$ cat src/ados_pkg.sv
// shared types, constants and functions for the attention decode block
package ados_pkg;

  localparam int unsigned MaxHeadDim    = 128;
  localparam int unsigned MaxGroupHeads = 8;
  localparam int unsigned DimW   = $clog2(MaxHeadDim);
  localparam int unsigned HeadW  = $clog2(MaxGroupHeads);
  localparam int unsigned StoreW = DimW + HeadW;
  localparam int unsigned AddrW  = 4;

  localparam logic [2:0] KindQuery = 3'd0;
  localparam logic [2:0] KindKey   = 3'd1;
  localparam logic [2:0] KindValue = 3'd2;
  localparam logic [2:0] KindRead  = 3'd3;
  localparam logic [2:0] KindClear = 3'd4;

  localparam logic [AddrW-1:0] RegHeadDim = 4'h0;
  localparam logic [AddrW-1:0] RegHeads   = 4'h4;
  localparam logic [AddrW-1:0] RegGain    = 4'h8;

  localparam logic signed [31:0] MaxFloor = 32'sh8000_0000;
  localparam logic [16:0] OneQ16 = 17'h10000;

  // decoded operation carried through the queue
  typedef enum logic [2:0] {
    OpQuery, OpKey, OpValue, OpRead, OpClear
  } op_e;

  typedef struct packed {
    op_e                op;
    logic [2:0]         head;
    logic [6:0]         dim;
    logic signed [31:0] elem;
    logic               last;
  } cmd_t;

  // 2^(j/256) in unsigned Q1.16
  function automatic logic [16:0] exp_tab(input logic [7:0] j);
    logic [63:0] v;
    logic [16:0] r;
    v = 64'd1 << 30;
    r = '0;
    for (int k = 0; k < 256; k++) begin
      if (k == int'(j)) r = 17'((v + 64'd8192) >> 14);
      v = (v * 64'd1076653033 + (64'd1 << 29)) >> 30;
    end
    return r;
  endfunction

endpackage

$ cat src/ados_front.sv
// front end: decodes items, clamps registers and queues commands
module ados_front (
  input  logic               clk_i,
  input  logic               rst_ni,
  input  logic               in_valid_i,
  output logic               in_stall_o,
  input  logic [2:0]         kind_i,
  input  logic [2:0]         head_i,
  input  logic [6:0]         dim_i,
  input  logic signed [31:0] elem_i,
  input  logic [7:0]         head_dim_used_i,
  output ados_pkg::cmd_t     cmd_o,
  output logic               cmd_valid_o,
  input  logic               cmd_pop_i,
  output logic               busy_o
);
  import ados_pkg::*;

  cmd_t       fifo_q [2];
  logic       wp_q, rp_q;
  logic [1:0] cnt_q;
  logic [7:0] nd;
  cmd_t       c;
  logic       keep, push;

  always_comb begin
    nd = head_dim_used_i;
    if (nd < 8'd4) nd = 8'd4;
    if (nd > 8'(MaxHeadDim)) nd = 8'(MaxHeadDim);
    c = '0;
    c.head = head_i;
    c.dim = dim_i;
    c.elem = elem_i;
    c.last = ({1'b0, dim_i} == nd - 8'd1);
    keep = 1'b1;
    unique case (kind_i)
      KindQuery: c.op = OpQuery;
      KindKey: begin
        c.op = OpKey;
        keep = {1'b0, dim_i} < nd;
      end
      KindValue: begin
        c.op = OpValue;
        keep = {1'b0, dim_i} < nd;
      end
      KindRead: c.op = OpRead;
      KindClear: c.op = OpClear;
      default: begin
        c.op = OpQuery;
        keep = 1'b0;
      end
    endcase
  end

  assign in_stall_o  = (cnt_q == 2'd2);
  assign push        = in_valid_i && !in_stall_o && keep;
  assign cmd_o       = fifo_q[rp_q];
  assign cmd_valid_o = (cnt_q != 2'd0);
  assign busy_o      = cmd_valid_o;

  always_ff @(posedge clk_i) begin
    if (push) fifo_q[wp_q] <= c;
  end

  always_ff @(posedge clk_i or negedge rst_ni) begin
    if (!rst_ni) begin
      wp_q <= 1'b0;
      rp_q <= 1'b0;
      cnt_q <= '0;
    end else begin
      if (push) wp_q <= !wp_q;
      if (cmd_pop_i) rp_q <= !rp_q;
      cnt_q <= cnt_q + 2'(push) - 2'(cmd_pop_i);
    end
  end
endmodule

$ cat config.mk
export PLATFORM = sky130hd
export DESIGN_NAME = ados_front
export DESIGN_NICKNAME = d
export VERILOG_FILES = /design/src/ados_pkg.sv /design/src/ados_front.sv
export SDC_FILE = /design/constraint.sdc
export NUM_CORES = 1
export LEC_CHECK = 0
export BUFFER_PORTS_ARGS = -buffer_cell sky130_fd_sc_hd__buf_4
export CORE_ASPECT_RATIO = 1.5
export CORE_MARGIN = 2
export CORE_UTILIZATION = 47
export DETAILED_ROUTE_END_ITERATION = 8
export PLACE_DENSITY_LB_ADDON = 0.05
export REMOVE_ABC_BUFFERS = 1
export SLEW_MARGIN = 0
export SYNTH_ARGS = -nofsm -noshare
export SYNTH_HDL_FRONTEND = slang
export SYNTH_SLANG_ARGS = --single-unit
$ cat constraint.sdc
create_clock -name clk_i -period 3.7 [get_ports clk_i]
set_clock_uncertainty 0.2 [all_clocks]
set_input_delay 0.555 -clock clk_i [delete_from_list [all_inputs] [get_ports clk_i]]
set_output_delay 0.555 -clock clk_i [all_outputs]
set_load 0.005 [all_outputs]
# Word level (Yosys, flattened, before mapping)
# Memory sizes are Yosys's and may differ from the RTL's.
# Index checks and enable logic that the tools add are counted.
# totals
register_bits,4
mem_count,1
in_bits,57
wordCells,31
ramBits,92
output_inout_bits,49
# mem_list
name,words,width,rd,rd_ports_with_merged_regs,wr,line_no,text
fifo_q,2,46,1,0,1,ados_front.sv:19,cmd_t fifo_q [2];
# classes
n_reduce_logical,9
n_lt_le_gt_ge,3
n_eq_ne,6
mux,6
add_sub_neg,3
# ops
cell,count
8-bit two-way mux,2
3-bit one-hot mux with 4 select lines,1
7-bit by 8-bit equality test with 1-bit output,1
"8-bit greater-than comparator, second input constant",1
7-bit by 8-bit less-than comparator with 1-bit output,1
"8-bit by 3-bit less-than comparator with 1-bit output, second input constant",1
"8-bit by 1-bit subtractor with 8-bit output, second input constant",1
"3-bit by 2-bit equality test with 1-bit output, second input constant",2
"3-bit by 1-bit equality test with 1-bit output, second input constant",1
"3-bit equality test, second input constant",1
1-bit zero test,3
3-bit zero test,1
3-bit OR reduction,1
2-bit by 1-bit adder with 2-bit output,1
"2-bit equality test, second input constant",1
1-bit logical AND,2
1-bit two-way mux,2
1-bit one-hot mux with 2 select lines,1
2-bit nonzero test,1
2-bit OR reduction,1
2-bit by 1-bit subtractor with 2-bit output,1

# Logic depth before layout (Yosys ltp)
# logic_depth
word_depth,9
depth_mapped,15
depth_no_buf,14

# Worst setup path after synthesis
# OpenSTA, ideal clock, no wires.
# synth_path
path_kind,input port to flip-flop
from,input port head_dim_used_i[3]
to,"memory fifo_q[0][0] (netlist bit), enable pin"
slack_ns,-0.754
cell_stages,9
t_arrival_ns,3.804
setup_time_ns,0.450
path_buffers,1
required_ns,3.050
cell_sequence,buf_2 nor4_1 o21bai_2 ha_1 o21ai_0 a21oi_1 nor4_1 o21ai_0 nor2_1
# synth_via
elab_chain_len,9
# synth_lines
item,line_no,text
start: declaration,ados_front.sv:11,"input logic [7:0] head_dim_used_i,"
8-bit by 3-bit less-than comparator with 1-bit output,ados_front.sv:28,if (nd < 8'd4) nd = 8'd4;
8-bit two-way mux *,ados_front.sv:28,
8-bit greater-than comparator,ados_front.sv:29,if (nd > 8'(MaxHeadDim)) nd = 8'(MaxHeadDim);
8-bit two-way mux *,ados_front.sv:29,
7-bit by 8-bit less-than comparator with 1-bit output *,"ados_front.sv:40, ados_front.sv:44",
1-bit one-hot mux with 2 select lines *,ados_front.sv:36,unique case (kind_i)
1-bit logical AND *,ados_front.sv:56,assign push = in_valid_i && !in_stall_o && keep;
1-bit two-way mux *,ados_front.sv:62,if (push) fifo_q[wp_q] <= c;
1-bit two-way mux (implied by the code) *,ados_front.sv:62,
end: declaration,ados_front.sv:19,
# Every way passes the cells marked *; elsewhere a longest branch is shown, timed or not.

# Worst setup path in the final report
# layout_path
from,input port head_dim_used_i[6]
to,"memory fifo_q[0][40] (netlist bit), enable pin"
# Same word-level chain as after synthesis.

==> results by group <==
Detailed routing
  – Via/cell ratio: 5.05
  – 1st-pass router iterations: 4
  – Total number of vias: 2,263
  – Routed WL per cell: 15.8 um
  – WL final: 7060 um
  – Antenna Nets Post-Route: 0
  – DRT iter0 DRCs: 142
  – # DRC: 0

Hold path
  – Worst Hold Depth: 1
  – Min-Delay Path Class: input port to register

Setup path
  – Critical path, cell by cell: buf_4 > nor4_1 > o21bai_2 > ha_1 > o21ai_0 > a21oi_1 > nor4_1 > o21ai_0 > buf_4 > nor2_4 > buf_12
  – Setup CP Type: input port to register
  – CP Launch Type: input port
  – Sum of buffers and inverters on the critical path: 3
  – CP peak stage delay: 0.45 ns
  – CP Data Required Time: 3.51 ns
  – Crit path max fanout: 46
  – Crit path max-delay family: simple AND/OR/NAND/NOR gates
  – Crit end category: register
  – Worst-case reg-to-reg path depth: 6
  – Worst EP arrival: 2.69 ns
  – Slowest CP cell: nor4_1
  – Critical Path Stages: 11

Synth
  – Post-synth EDFFs: 92
  – Register bit total from synthesis: 96
  – Top FF cell, synth: edfxtp_1
  – Synth cell types: 33
  – Avg Synthesized Cell Area: 17.8 um2
  – Yosys top cell by area: edfxtp_1
  – Cells after synthesis: 223
  – Asr flop ratio synth: 0.0417
  – Synth top area cells: edfxtp_1 70%, mux2_2 13%, ha_1 3.2%
  – Sequential-to-total area share from yosys stat: 0.722
  – Most common cell in the netlist: edfxtp_1
  – Yosys top cell area share: 0.697
  – Yosys warning count: 0
  – Synthesized area: 3970 um2
  – Commonest cells in the netlist: 92 x edfxtp_1, 46 x mux2_2, 10 x ha_1, 9 x xnor2_1, 7 x nor2_1

CTS
  – CTS Sinks: 96
  – Num CTS Buffers: 9
  – H-tree depth: 3
  – Clock tree buffer depth: 2
  – Root cell of the clock tree: clkbuf_16
  – Clock latency on the worst-skew pair: 0.33 ns
  – Resized Gates After CTS: 0
  – CTS tree: yes
  – Clk pin slew, worst setup/hold paths: 0.06 ns

Timing
  – Max-slew violations: 0
  – Unrepaired setup endpoints after global routing: no
  – Slew HR: 0.671
  – Slew @ Worst Pin: 0.493 ns
  – Minimum clock period: 2.88 ns
  – Final Hold Viols: 0
  – Final period util: 0.779
  – Worst Hold Slack: 0.207 ns
  – Setup violators final: 0
  – Max Fclk: 0.347 GHz

Final layout
  – Layout Nets: 403
  – Layout area overhead: 31.4%
  – Final core occ: 0.627
  – Final non-filler cell total: 448
  – Diodes inserted: 0
  – Layout cell share with drive strength beyond 1: 0.519
  – Post-route cell area: 5210 um2

Power and ir drop
  – Maximum VDD drop: 373 uV
  – Register share of total power: 0.444
  – Combinational power share: 0.296
  – PwrDens: 623 nW/um2
  – Sw Share: 0.253
  – Psw: 821 uW
  – Int Power: 2.43 mW
  – Leakage: 1.95 nW
  – Final Power: 3.25 mW
  – Clock Power Share: 0.261

Floorplanning
  – Starting density of the core: 0.477
  – Die width: 79.0 um
  – Ports: 106
  – Row count: 41
  – Die ar.: 9200 um2
  – Core box area: 8310 um2
  – Die H: 116 um

Global route
  – Vias in the first global route: 2,193
  – GRT Residual Overflow: 0
  – All-Layer GR Usage: 0.156
  – Global-route wire length before repair: 10,700 um
  – Largest net degree at the start of global routing: 47
  – Initial antenna violation count: 0

Outcome
  – Status: completed

Flow run
  – Number of max-cap violations: 0

Placement
  – Final GP Congestion: 0.820
  – Post-DP HPWL: 4750 um
  – Port bufs: 105
  – DP Cell Count: 431
  – Placed cell areas: 4920 um2
-- metrics by stage --
step	TNS (ns)	setup WS (ns)
final	0	0.818
after CTS	0	0.792
after floorplan	-64.29	-0.699
after global routing	0	0.616
after global placement	0	0.533
after detailed placement	0	0.464
-- final cells by class --
type	instances	area (um2)
tap	107	134
clock inverter	2	15.0
sequential	96	2860
fill	665	3100
multi-input combinational	114	1060
inverter	5	18.8
timing repair buffer	110	853
clock buffer	14	264
-- repair_timing --
item	4_1_cts	5_1_grt
hold buffers	1	0
endpoints found under the hold margin	4	0
endpoints found under the setup margin	0	0
buffers inserted	0	0
-- worst paths after layout --
path / startpoint / end / slack [ns]
setup / recovery: head_dim_used_i[6] / fifo_q[0][40] / 0.82
hold / removal: elem_i[26] / fifo_q[1][27] / 0.21
setup reg to reg: cnt_q[1] / fifo_q[0][40] / 1.57
hold reg to reg: cnt_q[1] / cnt_q[1] / 0.32
max in group asynchronous: rst_ni / rp_q / 2.84
min in group asynchronous: rst_ni / cnt_q[0] / 0.35
-- layout by cell type, fill, tap and decap left out, types with 3 or more instances in the layout --
master / count
buf_4: 107
inv_1: 5
nor2b_1: 4
ha_1: 10
a21oi_1: 3
xor2_1: 3
nor4_1: 3
nor2_1: 5
edfxtp_1: 92
clkbuf_1: 3
clkbuf_16: 9
mux2_2: 46
xnor2_1: 9
dfrtp_1: 3
nand2b_1: 6
-- power groups by stage --
stage                     combinational [mW]  clock, mW  sequential (mW)
after floorplan                        0.431          0             1.50
after detailed placement               0.980          0             1.46
after global placement                 0.980          0             1.46
final                                  0.961      0.847             1.44
after CTS                              0.987      0.872             1.44
after global routing                    1.05      0.905             1.46
-- cell families after synthesis --
logic type	synth area share
DFF	0.722
muxes	0.133
buffers and inverters	0.0139
adders and majority gates	0.0316
AOI/OAI and AO/OA	0.0249
and+or+nand+nor	0.0480
xor gates and xnor gates	0.0265
-- routing by layer --
| metal | track usage | routed length, um | vias to the layer above |
|---|---|---|---|
| met3 | 0.0394 | 367 | 12 |
| met2 | 0.262 | 3660 | 66 |
| met4 | 0.0782 | 181 | 0 |
| met1 | 0.186 | 2850 | 1100 |
| li1 | - | - | 1085 |
| met5 | 0 | 0 | - |
-- state kept, by name, indices dropped and copies added, names as in the netlist --
register  flops
wp_q          1
cnt_q         2
fifo_q       92
rp_q          1
Note: power is estimated with default switching activity, not from simulation.
